$ cat src/hdl/tcav_pkg.sv
package tcav_pkg;

    localparam int SAMPLE_WIDTH = 16;
    localparam int LIMIT_WIDTH  = 15;
    localparam int CFG_WIDTH    = (SAMPLE_WIDTH > LIMIT_WIDTH) ? SAMPLE_WIDTH : LIMIT_WIDTH;
    localparam int CFG_IDX_WIDTH = 2;
    localparam int LIM3_WIDTH   = LIMIT_WIDTH + 2;
    localparam int LIM3SQ_WIDTH = 2 * LIM3_WIDTH;

    localparam logic signed [SAMPLE_WIDTH-1:0] MIN_VALID_RST = SAMPLE_WIDTH'(0);
    localparam logic signed [SAMPLE_WIDTH-1:0] MAX_VALID_RST = SAMPLE_WIDTH'(7680);
    localparam logic [LIMIT_WIDTH-1:0]         LIMIT_RST     = LIMIT_WIDTH'(1280);

    typedef enum logic [CFG_IDX_WIDTH-1:0] {
        CFG_MIN_VALID = 2'd0,
        CFG_MAX_VALID = 2'd1,
        CFG_DEV_LIMIT = 2'd2
    } t_cfg_idx;

    typedef enum logic [2:0] {
        SRC_AVG_ABC  = 3'd0,
        SRC_AVG_AB   = 3'd1,
        SRC_AVG_AC   = 3'd2,
        SRC_AVG_BC   = 3'd3,
        SRC_FALLBACK = 3'd4,
        SRC_SINGLE   = 3'd5,
        SRC_HELD     = 3'd6
    } t_source;

    typedef struct packed {
        logic signed [SAMPLE_WIDTH-1:0] min_valid;
        logic signed [SAMPLE_WIDTH-1:0] max_valid;
        logic [LIMIT_WIDTH-1:0]         dev_limit;
        logic [LIM3SQ_WIDTH-1:0]        lim3_sq;
    } t_cfg;

    typedef struct packed {
        logic signed [SAMPLE_WIDTH-1:0] value;
        logic [2:0]                     mask;
        logic [1:0]                     count;
        t_source                        source;
    } t_result;

    function automatic logic [SAMPLE_WIDTH-1:0] abs_diff(
        input logic signed [SAMPLE_WIDTH-1:0] x,
        input logic signed [SAMPLE_WIDTH-1:0] y
    );
        logic signed [SAMPLE_WIDTH:0] d;
        logic signed [SAMPLE_WIDTH:0] m;
        d = $signed({x[SAMPLE_WIDTH-1], x}) - $signed({y[SAMPLE_WIDTH-1], y});
        m = -d;
        return d[SAMPLE_WIDTH] ? m[SAMPLE_WIDTH-1:0] : d[SAMPLE_WIDTH-1:0];
    endfunction

    function automatic logic signed [SAMPLE_WIDTH-1:0] avg2(
        input logic signed [SAMPLE_WIDTH-1:0] x,
        input logic signed [SAMPLE_WIDTH-1:0] y
    );
        logic signed [SAMPLE_WIDTH:0] s;
        s = $signed({x[SAMPLE_WIDTH-1], x}) + $signed({y[SAMPLE_WIDTH-1], y});
        return s[SAMPLE_WIDTH:1];
    endfunction

endpackage

$ cat src/hdl/tcav_in_if.sv
interface tcav_in_if;
    logic                                     valid;
    logic                                     ready;
    logic signed [tcav_pkg::SAMPLE_WIDTH-1:0] sample_a;
    logic signed [tcav_pkg::SAMPLE_WIDTH-1:0] sample_b;
    logic signed [tcav_pkg::SAMPLE_WIDTH-1:0] sample_c;

    modport source (output valid, output sample_a, output sample_b, output sample_c,
                    input ready);
    modport sink   (input valid, input sample_a, input sample_b, input sample_c,
                    output ready);
endinterface

$ cat src/hdl/tcav_out_if.sv
interface tcav_out_if;
    logic                                     valid;
    logic                                     ready;
    logic signed [tcav_pkg::SAMPLE_WIDTH-1:0] voted_value;
    logic [2:0]                               valid_mask;
    logic [1:0]                               valid_count;
    logic [2:0]                               vote_source;

    modport source (output valid, output voted_value, output valid_mask,
                    output valid_count, output vote_source, input ready);
    modport sink   (input valid, input voted_value, input valid_mask,
                    input valid_count, input vote_source, output ready);
endinterface

$ cat src/hdl/tcav_cfg.sv
module tcav_cfg (
    input  logic                                    i_clk,
    input  logic                                    i_rst_n,
    input  logic                                    i_cfg_we,
    input  logic [tcav_pkg::CFG_IDX_WIDTH-1:0]      i_cfg_idx,
    input  logic [tcav_pkg::CFG_WIDTH-1:0]          i_cfg_data,
    output tcav_pkg::t_cfg                          o_cfg
);
    localparam int SW = tcav_pkg::SAMPLE_WIDTH;
    localparam int LW = tcav_pkg::LIMIT_WIDTH;
    localparam int L3 = tcav_pkg::LIM3_WIDTH;
    localparam logic [tcav_pkg::LIM3SQ_WIDTH-1:0] LIM3SQ_RST = tcav_pkg::LIM3SQ_WIDTH'(
        64'd9 * 64'(tcav_pkg::LIMIT_RST) * 64'(tcav_pkg::LIMIT_RST));

    logic signed [SW-1:0]                  r_min;
    logic signed [SW-1:0]                  r_max;
    logic [LW-1:0]                         r_limit;
    logic [tcav_pkg::LIM3SQ_WIDTH-1:0]     r_lim3_sq;
    logic [tcav_pkg::LIM3SQ_WIDTH-1:0]     n_lim3_sq;
    logic [L3-1:0]                         w_lim3;

    assign w_lim3    = {1'b0, i_cfg_data[LW-1:0], 1'b0} + {2'b00, i_cfg_data[LW-1:0]};
    assign n_lim3_sq = w_lim3 * w_lim3;

    always_ff @(posedge i_clk) begin
        if (!i_rst_n) begin
            r_min     <= tcav_pkg::MIN_VALID_RST;
            r_max     <= tcav_pkg::MAX_VALID_RST;
            r_limit   <= tcav_pkg::LIMIT_RST;
            r_lim3_sq <= LIM3SQ_RST;
        end else if (i_cfg_we) begin
            unique case (i_cfg_idx)
                tcav_pkg::CFG_MIN_VALID: r_min   <= i_cfg_data[SW-1:0];
                tcav_pkg::CFG_MAX_VALID: r_max   <= i_cfg_data[SW-1:0];
                tcav_pkg::CFG_DEV_LIMIT: begin
                    r_limit   <= i_cfg_data[LW-1:0];
                    r_lim3_sq <= n_lim3_sq;
                end
                default: ;
            endcase
        end
    end

    assign o_cfg.min_valid = r_min;
    assign o_cfg.max_valid = r_max;
    assign o_cfg.dev_limit = r_limit;
    assign o_cfg.lim3_sq   = r_lim3_sq;
endmodule

$ cat src/hdl/tcav_vote.sv
module tcav_vote (
    input  logic signed [tcav_pkg::SAMPLE_WIDTH-1:0] i_a,
    input  logic signed [tcav_pkg::SAMPLE_WIDTH-1:0] i_b,
    input  logic signed [tcav_pkg::SAMPLE_WIDTH-1:0] i_c,
    input  tcav_pkg::t_cfg                           i_cfg,
    input  logic signed [tcav_pkg::SAMPLE_WIDTH-1:0] i_held,
    output tcav_pkg::t_result                        o_res
);
    localparam int SW = tcav_pkg::SAMPLE_WIDTH;
    localparam int LW = tcav_pkg::LIMIT_WIDTH;
    localparam int CW = (SW > LW + 2) ? SW : LW + 2;
    localparam int SQ = 2 * SW + 2;
    localparam int QW = (SQ > tcav_pkg::LIM3SQ_WIDTH) ? SQ : tcav_pkg::LIM3SQ_WIDTH;
    localparam int N  = SW + 2;
    localparam logic [N-1:0] OFFSET3 = N'(3 * (64'd1 << (SW - 1)));
    localparam logic [N-1:0] RECIP3  = N'(((64'd1 << (N + 1)) + 64'd2) / 64'd3);
    localparam logic [SW-1:0] HALF   = SW'(64'd1 << (SW - 1));

    logic [2:0]           w_mask;
    logic [1:0]           w_count;
    logic [SW-1:0]        w_dab, w_dac, w_dbc, w_dv;
    logic [CW-1:0]        w_lim2, w_lim3;
    logic                 w_ab_ok, w_ac_ok, w_bc_ok, w_v_ok, w_tri_ok;
    logic [2*SW-1:0]      w_sq_ab, w_sq_ac, w_sq_bc;
    logic [QW-1:0]        w_sq_sum;
    logic signed [N-1:0]  w_sum3;
    logic [N-1:0]         w_u3;
    logic [2*N-1:0]       w_prod3;
    logic [SW-1:0]        w_avg3;
    logic signed [SW-1:0] w_v0, w_v1;
    tcav_pkg::t_source    w_pair_src;

    assign w_mask[0] = (i_a > i_cfg.min_valid) && (i_a < i_cfg.max_valid);
    assign w_mask[1] = (i_b > i_cfg.min_valid) && (i_b < i_cfg.max_valid);
    assign w_mask[2] = (i_c > i_cfg.min_valid) && (i_c < i_cfg.max_valid);
    assign w_count   = {1'b0, w_mask[0]} + {1'b0, w_mask[1]} + {1'b0, w_mask[2]};

    assign w_dab = tcav_pkg::abs_diff(i_a, i_b);
    assign w_dac = tcav_pkg::abs_diff(i_a, i_c);
    assign w_dbc = tcav_pkg::abs_diff(i_b, i_c);

    assign w_lim2 = CW'({i_cfg.dev_limit, 1'b0});
    assign w_lim3 = CW'({i_cfg.dev_limit, 1'b0}) + CW'(i_cfg.dev_limit);

    assign w_ab_ok = CW'(w_dab) <= w_lim2;
    assign w_ac_ok = CW'(w_dac) <= w_lim2;
    assign w_bc_ok = CW'(w_dbc) <= w_lim2;

    assign w_sq_ab  = w_dab * w_dab;
    assign w_sq_ac  = w_dac * w_dac;
    assign w_sq_bc  = w_dbc * w_dbc;
    assign w_sq_sum = QW'(w_sq_ab) + QW'(w_sq_ac) + QW'(w_sq_bc);
    assign w_tri_ok = (CW'(w_dab) <= w_lim3) && (CW'(w_dac) <= w_lim3)
                   && (CW'(w_dbc) <= w_lim3) && (w_sq_sum <= QW'(i_cfg.lim3_sq));

    assign w_sum3  = N'(i_a) + N'(i_b) + N'(i_c);
    assign w_u3    = w_sum3 + OFFSET3;
    assign w_prod3 = w_u3 * RECIP3;
    assign w_avg3  = w_prod3[N+SW:N+1] - HALF;

    always_comb begin
        unique case (w_mask)
            3'b011: begin
                w_v0 = i_a;  w_v1 = i_b;  w_pair_src = tcav_pkg::SRC_AVG_AB;
            end
            3'b101: begin
                w_v0 = i_a;  w_v1 = i_c;  w_pair_src = tcav_pkg::SRC_AVG_AC;
            end
            default: begin
                w_v0 = i_b;  w_v1 = i_c;  w_pair_src = tcav_pkg::SRC_AVG_BC;
            end
        endcase
    end

    assign w_dv   = tcav_pkg::abs_diff(w_v0, w_v1);
    assign w_v_ok = CW'(w_dv) <= w_lim2;

    always_comb begin
        o_res.mask  = w_mask;
        o_res.count = w_count;
        case (w_count)
            2'd0: begin
                o_res.value  = i_held;
                o_res.source = tcav_pkg::SRC_HELD;
            end
            2'd1: begin
                o_res.value  = w_mask[0] ? i_a : (w_mask[1] ? i_b : i_c);
                o_res.source = tcav_pkg::SRC_SINGLE;
            end
            2'd2: begin
                if (w_v_ok) begin
                    o_res.value  = tcav_pkg::avg2(w_v0, w_v1);
                    o_res.source = w_pair_src;
                end else begin
                    o_res.value  = w_v0;
                    o_res.source = tcav_pkg::SRC_FALLBACK;
                end
            end
            default: begin
                if (w_tri_ok) begin
                    o_res.value  = w_avg3;
                    o_res.source = tcav_pkg::SRC_AVG_ABC;
                end else if (w_ab_ok) begin
                    o_res.value  = tcav_pkg::avg2(i_a, i_b);
                    o_res.source = tcav_pkg::SRC_AVG_AB;
                end else if (w_ac_ok) begin
                    o_res.value  = tcav_pkg::avg2(i_a, i_c);
                    o_res.source = tcav_pkg::SRC_AVG_AC;
                end else if (w_bc_ok) begin
                    o_res.value  = tcav_pkg::avg2(i_b, i_c);
                    o_res.source = tcav_pkg::SRC_AVG_BC;
                end else begin
                    o_res.value  = i_a;
                    o_res.source = tcav_pkg::SRC_FALLBACK;
                end
            end
        endcase
    end
endmodule

$ cat src/hdl/triple_channel_analog_voter.sv
// channel   dir  handshake      payload
// i_in      in   valid/ready    sample_a, sample_b, sample_c
// o_out     out  valid/ready    voted_value, valid_mask, valid_count, vote_source
// i_cfg_*   in   write enable   register index, write data
//
// Beats pass sample regs, vote, result reg; one beat per cycle unless o_out stalls.
// Throughput is set by the single vote pass between the sample and result registers.
// Synchronous active-low reset clears valids and the held value and loads config defaults.
// A stalled output holds the result; the sample stage still takes one more beat.
module triple_channel_analog_voter (
    input  logic                               i_clk,
    input  logic                               i_rst_n,
    tcav_in_if.sink                            i_in,
    tcav_out_if.source                         o_out,
    input  logic                               i_cfg_we,
    input  logic [tcav_pkg::CFG_IDX_WIDTH-1:0] i_cfg_idx,
    input  logic [tcav_pkg::CFG_WIDTH-1:0]     i_cfg_data
);
    localparam int SW = tcav_pkg::SAMPLE_WIDTH;

    tcav_pkg::t_cfg    w_cfg;
    tcav_pkg::t_result w_res;
    tcav_pkg::t_result r_out;

    logic                 r_s1_vld;
    logic signed [SW-1:0] r_a, r_b, r_c;
    logic signed [SW-1:0] r_held;
    logic                 r_out_vld;
    logic                 w_s1_adv;
    logic                 w_in_acc;
    logic                 w_fire;

    tcav_cfg u_cfg (
        .i_clk      (i_clk),
        .i_rst_n    (i_rst_n),
        .i_cfg_we   (i_cfg_we),
        .i_cfg_idx  (i_cfg_idx),
        .i_cfg_data (i_cfg_data),
        .o_cfg      (w_cfg)
    );

    tcav_vote u_vote (
        .i_a    (r_a),
        .i_b    (r_b),
        .i_c    (r_c),
        .i_cfg  (w_cfg),
        .i_held (r_held),
        .o_res  (w_res)
    );

    assign w_s1_adv   = !r_out_vld || o_out.ready;
    assign i_in.ready = !r_s1_vld || w_s1_adv;
    assign w_in_acc   = i_in.valid && i_in.ready;
    assign w_fire     = r_s1_vld && w_s1_adv;

    always_ff @(posedge i_clk) begin
        if (!i_rst_n) begin
            r_s1_vld <= 1'b0;
        end else if (w_in_acc) begin
            r_s1_vld <= 1'b1;
        end else if (w_s1_adv) begin
            r_s1_vld <= 1'b0;
        end
    end

    always_ff @(posedge i_clk) begin
        if (w_in_acc) begin
            r_a <= i_in.sample_a;
            r_b <= i_in.sample_b;
            r_c <= i_in.sample_c;
        end
    end

    always_ff @(posedge i_clk) begin
        if (!i_rst_n) begin
            r_out_vld <= 1'b0;
            r_held    <= '0;
        end else begin
            if (w_fire) begin
                r_out_vld <= 1'b1;
            end else if (o_out.ready) begin
                r_out_vld <= 1'b0;
            end
            if (w_fire && w_res.count != 2'd0) begin
                r_held <= w_res.value;
            end
        end
    end

    always_ff @(posedge i_clk) begin
        if (w_fire) begin
            r_out <= w_res;
        end
    end

    assign o_out.valid       = r_out_vld;
    assign o_out.voted_value = r_out.value;
    assign o_out.valid_mask  = r_out.mask;
    assign o_out.valid_count = r_out.count;
    assign o_out.vote_source = r_out.source;

    a_rise_from_stage: assert property (@(posedge i_clk) disable iff (!i_rst_n)
        $rose(r_out_vld) |-> $past(r_s1_vld))
        else $error("result beat without a sample in flight");

    a_count_mask: assert property (@(posedge i_clk) disable iff (!i_rst_n)
        r_out_vld |-> (r_out.count == 2'($countones(r_out.mask))))
        else $error("valid count disagrees with valid mask");

    a_held_source: assert property (@(posedge i_clk) disable iff (!i_rst_n)
        (r_out_vld && r_out.source == tcav_pkg::SRC_HELD) |-> (r_out.count == 2'd0))
        else $error("held value chosen with valid channels");

    a_held_track: assert property (@(posedge i_clk) disable iff (!i_rst_n)
        (w_fire && w_res.count != 2'd0) |=> (r_held == r_out.value))
        else $error("held value not updated from result");
endmodule

$ cat src/flat_wrapper.sv
// flat-port wrapper written by rule: the top's interface ports become plain ports
module triple_channel_analog_voter_flat 
  (i_clk, i_rst_n, i_cfg_we, i_cfg_idx, i_cfg_data, i_in_valid, i_in_sample_a, i_in_sample_b, i_in_sample_c, i_in_ready, o_out_valid, o_out_voted_value, o_out_valid_mask, o_out_valid_count, o_out_vote_source, o_out_ready);
  tcav_in_if i_in_i ();
  tcav_out_if o_out_i ();
  input  logic i_clk;
  input  logic i_rst_n;
  input  logic i_cfg_we;
  input  logic [tcav_pkg::CFG_IDX_WIDTH-1:0] i_cfg_idx;
  input  logic [tcav_pkg::CFG_WIDTH-1:0] i_cfg_data;
  input wire logic [$bits(i_in_i.valid)-1:0] i_in_valid;
  input wire logic [$bits(i_in_i.sample_a)-1:0] i_in_sample_a;
  input wire logic [$bits(i_in_i.sample_b)-1:0] i_in_sample_b;
  input wire logic [$bits(i_in_i.sample_c)-1:0] i_in_sample_c;
  output wire logic [$bits(i_in_i.ready)-1:0] i_in_ready;
  output wire logic [$bits(o_out_i.valid)-1:0] o_out_valid;
  output wire logic [$bits(o_out_i.voted_value)-1:0] o_out_voted_value;
  output wire logic [$bits(o_out_i.valid_mask)-1:0] o_out_valid_mask;
  output wire logic [$bits(o_out_i.valid_count)-1:0] o_out_valid_count;
  output wire logic [$bits(o_out_i.vote_source)-1:0] o_out_vote_source;
  input wire logic [$bits(o_out_i.ready)-1:0] o_out_ready;
  assign i_in_i.valid = i_in_valid;
  assign i_in_i.sample_a = i_in_sample_a;
  assign i_in_i.sample_b = i_in_sample_b;
  assign i_in_i.sample_c = i_in_sample_c;
  assign i_in_ready = i_in_i.ready;
  assign o_out_valid = o_out_i.valid;
  assign o_out_voted_value = o_out_i.voted_value;
  assign o_out_valid_mask = o_out_i.valid_mask;
  assign o_out_valid_count = o_out_i.valid_count;
  assign o_out_vote_source = o_out_i.vote_source;
  assign o_out_i.ready = o_out_ready;
  triple_channel_analog_voter u_core (.i_clk(i_clk), .i_rst_n(i_rst_n), .i_in(i_in_i), .o_out(o_out_i), .i_cfg_we(i_cfg_we), .i_cfg_idx(i_cfg_idx), .i_cfg_data(i_cfg_data));
endmodule
$ cat config.mk
export PLATFORM = sky130hd
export DESIGN_NAME = triple_channel_analog_voter_flat
export DESIGN_NICKNAME = d
export VERILOG_FILES = /design/src/hdl/tcav_pkg.sv /design/src/hdl/tcav_in_if.sv /design/src/hdl/tcav_out_if.sv /design/src/hdl/tcav_cfg.sv /design/src/hdl/tcav_vote.sv /design/src/hdl/triple_channel_analog_voter.sv /design/src/flat_wrapper.sv
export SDC_FILE = /design/constraint.sdc
export NUM_CORES = 2
export LEC_CHECK = 0
export BUFFER_PORTS_ARGS = -buffer_cell sky130_fd_sc_hd__buf_4
export CAP_MARGIN = 20
export CORE_MARGIN = 2
export CORE_UTILIZATION = 65
export CTS_CLUSTER_SIZE = 28
export DETAILED_ROUTE_END_ITERATION = 10
export PLACE_DENSITY = 0.82
export SLEW_MARGIN = 20
export SYNTH_ARGS = -nofsm -noshare
export SYNTH_HDL_FRONTEND = slang
export SYNTH_SLANG_ARGS = --single-unit
$ cat constraint.sdc
create_clock -name i_clk -period 18.8 [get_ports i_clk]
set_input_delay 0.94 -clock i_clk [delete_from_list [all_inputs] [get_ports i_clk]]
set_output_delay 0.94 -clock i_clk [all_outputs]
set_load 0.03 [all_outputs]
Word-level counts from Yosys, hierarchy flattened
Index checks and enable logic that the tools add are counted.
{ "word_totals": {"latchBits": 0, "inputBits": 71, "wordCells": 108, "output_inout_bits": 26, "memories": 0, "ram_bits": 0, "mem_bits_ro": 0, "reg_bits": 171} }
{ "classes": {"shift": 0, "eq_ne": 6, "n_mul": 5, "order_cmp": 14, "muxes": 25, "div_mod_pow": 0, "addsub": 22, "n_bitwise": 0, "n_reduce_logical": 22} }
{ "ops": {"columns": ["operator", "count"], "rows": [
  ["16-bit 2-to-1 mux", 13],
  ["16-bit by 16-bit multiplier with 32-bit output", 3],
  ["16-bit by 16-bit adder with 17-bit output", 5],
  ["16-bit by 16-bit subtractor with 17-bit output", 4],
  ["16-bit <= comparator", 4],
  ["16-bit negator", 4],
  ["16-bit by 17-bit <= comparator with 1-bit output", 3],
  ["16-bit greater-than comparator", 3],
  ["16-bit less-than comparator", 3],
  ["16-bit case mux with 3 select lines", 1],
  ["18-bit by 18-bit multiplier with 35-bit output, second input constant", 1],
  ["16-bit by 15-bit adder with 17-bit output", 2],
  ["33-bit by 32-bit adder with 34-bit output", 1],
  ["34-bit <= comparator", 1],
  ["17-bit by 17-bit multiplier with 34-bit output", 1],
  ["32-bit by 32-bit adder with 33-bit output", 1],
  ["17-bit by 16-bit adder with 18-bit output", 1],
  ["18-bit by 17-bit adder with 18-bit output, second input constant", 1],
  ["16-bit subtractor, second input constant", 1],
  ["3-bit 2-to-1 mux", 5],
  ["1-bit logical AND", 9],
  ["3-bit case mux with 3 select lines", 1],
  ["2-bit AND reduction", 3],
  ["2-bit nonzero test", 3],
  ["12 further kinds", 20]
]} }

Longest topological paths before layout
{ "logic_depth": {"ltp_word": 11, "mapped_depth": 55} }

Cells and area by module
From an unflattened synthesis, not the netlist that was laid out.
{ "hier_totals": {"cells_unflattened": 6786, "hier_area_um2": 59020.4} }
{ "by_module_without_submodules": {"columns": ["module", "seq_area_each_um2", "n_inst", "area_each_um2", "cells_per_inst"], "rows": [
  ["tcav_vote", 0.0, 1, 44545.2, 5271],
  ["tcav_cfg", 1581.5, 1, 11557.3, 1362],
  ["triple_channel_analog_voter", 2522.4, 1, 2917.8, 153]
]} }

Worst setup path before layout
OpenSTA, ideal clock, no wires.
{ "synth_path": {"path_kind": "register to register", "start": "register u_core.r_b[0]", "end": "register u_core.r_out, in the netlist u_core.o_out.voted_value[15], data pin", "stages_incl_launch_ff": 50, "setup_ns": 0.263, "arrival_time_ns": 12.744, "path_buffers": 2, "slack_ns": 5.793, "cell_sequence": "edfxtp_1 > inv_1 > ha_1 > inv_1 > fa_1 > a21oi_1 > o21bai_2 > a21o_1 > a311oi_1 > o211ai_1 > or3_4 > nor2_1 > nor2_1 > xor2_1 > inv_1 > clkbuf_1 > nor2_1 > fa_1 > [... 14 more ...] > a21oi_1 > nor2_1 > a2111oi_1 > o21ai_0 > a211oi_1 > o311ai_1 > a21oi_1 > xnor2_1 > ha_1 > nand4_1 > or2_2 > nor4_1 > a22oi_1 > a21oi_1 > clkbuf_1 > nand2_1 > nor3_1 > nor3_1"} }
{ "synth_rtl": {"columns": ["item", "line", "source"], "rows": [
  ["start: declaration", "triple_channel_analog_voter.sv:26", "logic signed [SW-1:0] r_a, r_b, r_c;"],
  ["start signal: assignment", "triple_channel_analog_voter.sv:69", "r_b <= i_in.sample_b;"],
  ["end signal: assignment", "triple_channel_analog_voter.sv:92", "r_out <= w_res;"],
  ["end: declaration", "triple_channel_analog_voter.sv:23", "tcav_pkg::t_result r_out;"]
]} }

==> metrics.txt <==
Hold Path Depth 2; largest net degree at the start of global routing 56; CTS tree built; Syn. warnings 0; core area 88,600 um^2; Cells after Synth 6,752; min-delay src u_core.u_cfg.r_lim3_sq[18]$_SDFFE_PN0P_; measured slew at the worst slew-check pin 1150 ps; Post-CTS Repair Setup Buffers 0; Crit Path Max Fanout 16; Ports 97; row count 109; GP Congestion 1.03; sequential area share after synthesis 7.03%; CTS Buf Count 17; Req. time, crit path 19,170 ps; reg-to-reg critical path startpoint u_core.r_b[0]$_DFFE_PP_; Yosys cell types 103; Peak Freq 64.9 MHz; area leader, netlist fa_1; CTS max path bufs 2; vias per inst 6.13; CTS H-tree lvls 4; Setup crit end kind flop; Crit path largest cell delay 690 ps; Worst Path Class, Setup flop to flop; # nets final 8,763; Crit-path slowest cell a22oi_1; Min-Delay Path Class flop to flop; setup_tns 0 ps; Post-route DRC 0; DIE WIDTH 304 um; EDFF count, synth 72; CP bufs+invs 9; Clock Skews 21.3 ps; Mapped Area 58,400 um^2; global route total overflow 0; Crit path top cell by count fa_1; vias in the first global route 50,300; CTS sink count 169; first-pass GRT wire length 290,000 um; share of flip-flops with an asynchronous set or reset 0%; initial antenna violation count 4; Final Hold Fails 0; Final setup violation count 0; die height 304 um; Worst Hold Path EP u_core.u_cfg.r_lim3_sq[18]$_SDFFE_PN0P_; Initial Util 65.8%; post-route ant nets 0; drt first pass iters 7; Crit Reg-Reg Endpoint u_core.r_held[0]$_SDFFE_PN0P_; via count 49,000; hold_buf cts 0; cts repair resizes 0; Skew-Pair Late Insertion Delay 480 ps; Post-Route WL 189,000 um; Tmin final 15,400 ps; area delta synth->final 5.20%; total track usage 41.3%; flops & latches, synth 169; max_cap viols 0; CTS root buffer clkbuf_16; layout cells sized above 1 4.99%; clock slew at reported path FFs 90 ps; ys flop type dfxtp_1; Slew Viols, Final 0; PortBufs 96; Final Cycle Share 81.9%; RSZ-0062 raised after global routing false; Slew headroom 22.7%; reg2reg setup slack 3400 ps; Top delay family on crit path adder cells; die area 92,200 um^2; top post-synthesis cells by area fa_1, ha_1, inv_1; mean area per synthesized cell 8.65 um^2; worst-case reg-to-reg path depth 50; Syn Nets 8,710; critical path launch point type flop; DR WL/cell 23.6 um; top cell type's share of synthesized area 32.5%; CP arrival 15,770 ps; DP Wirelength 159,000 um; status completed; Initial DRC Count 4,674
cell usage after synthesis (all sizes together), types with 37 or more instances:
| master | count |
|---|---|
| nand4 | 37 |
| o21a | 43 |
| a21o | 106 |
| nor2 | 560 |
| dfxtp | 97 |
| nor3 | 89 |
| nand2b | 54 |
| nand2 | 533 |
| a21oi | 328 |
| xnor2 | 188 |
| a211oi | 56 |
| edfxtp | 72 |
| o21bai | 41 |
| a31oi | 37 |
| nor2b | 40 |
| nand3 | 104 |
| xor2 | 71 |
| o21ai | 194 |
| fa | 948 |
| inv | 1529 |
| ha | 939 |
| o211ai | 49 |
| clkbuf | 139 |
per-layer routing:
metal  part of all wire, %  global-route usage (%)  up-vias  routed length (um)
li1                      -                       -    21900                   -
met1                    40                    55.4    23900               75200
met2                    43                    63.4     2656               81800
met3                    12                    11.4      564               22200
met4                   4.9                    16.8        4                9210
met5                 0.012                       0        -                  23
worst min-delay path: stages (launching register included):
cell and delay (ps):
dfxtp_1 310, nand2_1 50, a21oi_1 50
kinds of logic (layout without fill, tap and decap cells):
family,after synthesis,count (layout),synth area share (%)
xor gates and xnor gates,259,259,3.95
DFF,169,169,7.03
AOI/OAI and AO/OA,1100,1100,12.5
muxes,28,28,0.487
and+or+nand+nor,1590,1590,12.2
other,0,2,0
buffers and inverters,1719,1785,11.1
adders and majority gates,1887,1887,52.6
final cells by class:
type | count | area (um^2)
Sequential cell | 169 | 4100
Clock buffer | 17 | 425
Inverter | 1547 | 5810
Tap cell | 1165 | 1460
Timing Repair Buffer | 206 | 1550
Antenna cell | 2 | 5.00
Clock inverter | 15 | 193
Multi-Input combinational cell | 4864 | 47900
Fill cell | 7138 | 27200
sequential cells by signal, summed over array words and instances, names as in the netlist:
register / cells
u_core.r_a: 16
u_core.o_out.valid_mask: 3
u_core.r_c: 16
u_core.u_cfg.r_max: 16
u_core.u_cfg.r_lim3_sq: 32
u_core.r_held: 16
u_core.o_out.vote_source: 3
u_core.o_out.valid_count: 2
u_core.u_cfg.r_min: 16
u_core.o_out.valid: 1
u_core.o_out.voted_value: 16
u_core.r_s1_vld: 1
u_core.r_b: 16
u_core.u_cfg.r_limit: 15
worst max-delay path by stage:
stage                                        from                                endpoint  slack [ps]  cells past startpoint
after floorplan           u_core.r_b[0]$_DFFE_PP_  u_core.o_out.voted_value[15]$_DFFE_PP_        5790                     49
after global placement    u_core.r_c[1]$_DFFE_PP_           u_core.r_held[0]$_SDFFE_PN0P_        3940                     48
final                     u_core.r_b[0]$_DFFE_PP_           u_core.r_held[0]$_SDFFE_PN0P_        3400                     50
after CTS                 u_core.r_a[1]$_DFFE_PP_           u_core.r_held[0]$_SDFFE_PN0P_        3700                     49
after global routing      u_core.r_b[0]$_DFFE_PP_   u_core.o_out.voted_value[6]$_DFFE_PP_        2710                     50
after detailed placement  u_core.r_a[1]$_DFFE_PP_           u_core.r_held[0]$_SDFFE_PN0P_        3800                     45
cell usage in the layout (no fill, tap or decap), types with 13 or more instances in the layout:
cell type     n
inv_1      1516
fa_1        948
ha_1        939
nor2_1      560
nand2_1     532
a21oi_1     328
buf_4       206
xnor2_1     183
o21ai_0     182
a21o_1      106
nand3_1     104
dfxtp_1      97
nor3_1       85
edfxtp_1     72
xor2_1       66
a211oi_1     55
nand2b_1     54
o211ai_1     49
o21a_1       43
nor2b_1      39
o21bai_1     39
nand4_1      37
a31oi_1      36
or3_1        32
and3_1       30
o31ai_1      29
or2_2        25
mux2i_1      25
nor4_1       17
clkinv_1     17
clkbuf_16    17
o2111ai_1    16
inv_2        14
a221oi_1     13
a211o_1      13
a2111oi_0    13
stage by stage:
step	utilization (%)	instances	hold slack, ps	cell area (um^2)	setup slack (ps)
after floorplan	-	6752	432	58400	5790
after global placement	68.6	7951	440	60800	3940
after detailed placement	68.6	7951	448	60800	3800
after CTS	69.3	7983	457	61400	3700
after global routing	69.3	7983	476	61400	2710
final	69.3	7985	455	61400	3400
Power is not shown: default switching activity piles up to over one toggle a cycle in this logic, so the estimate is an artifact.
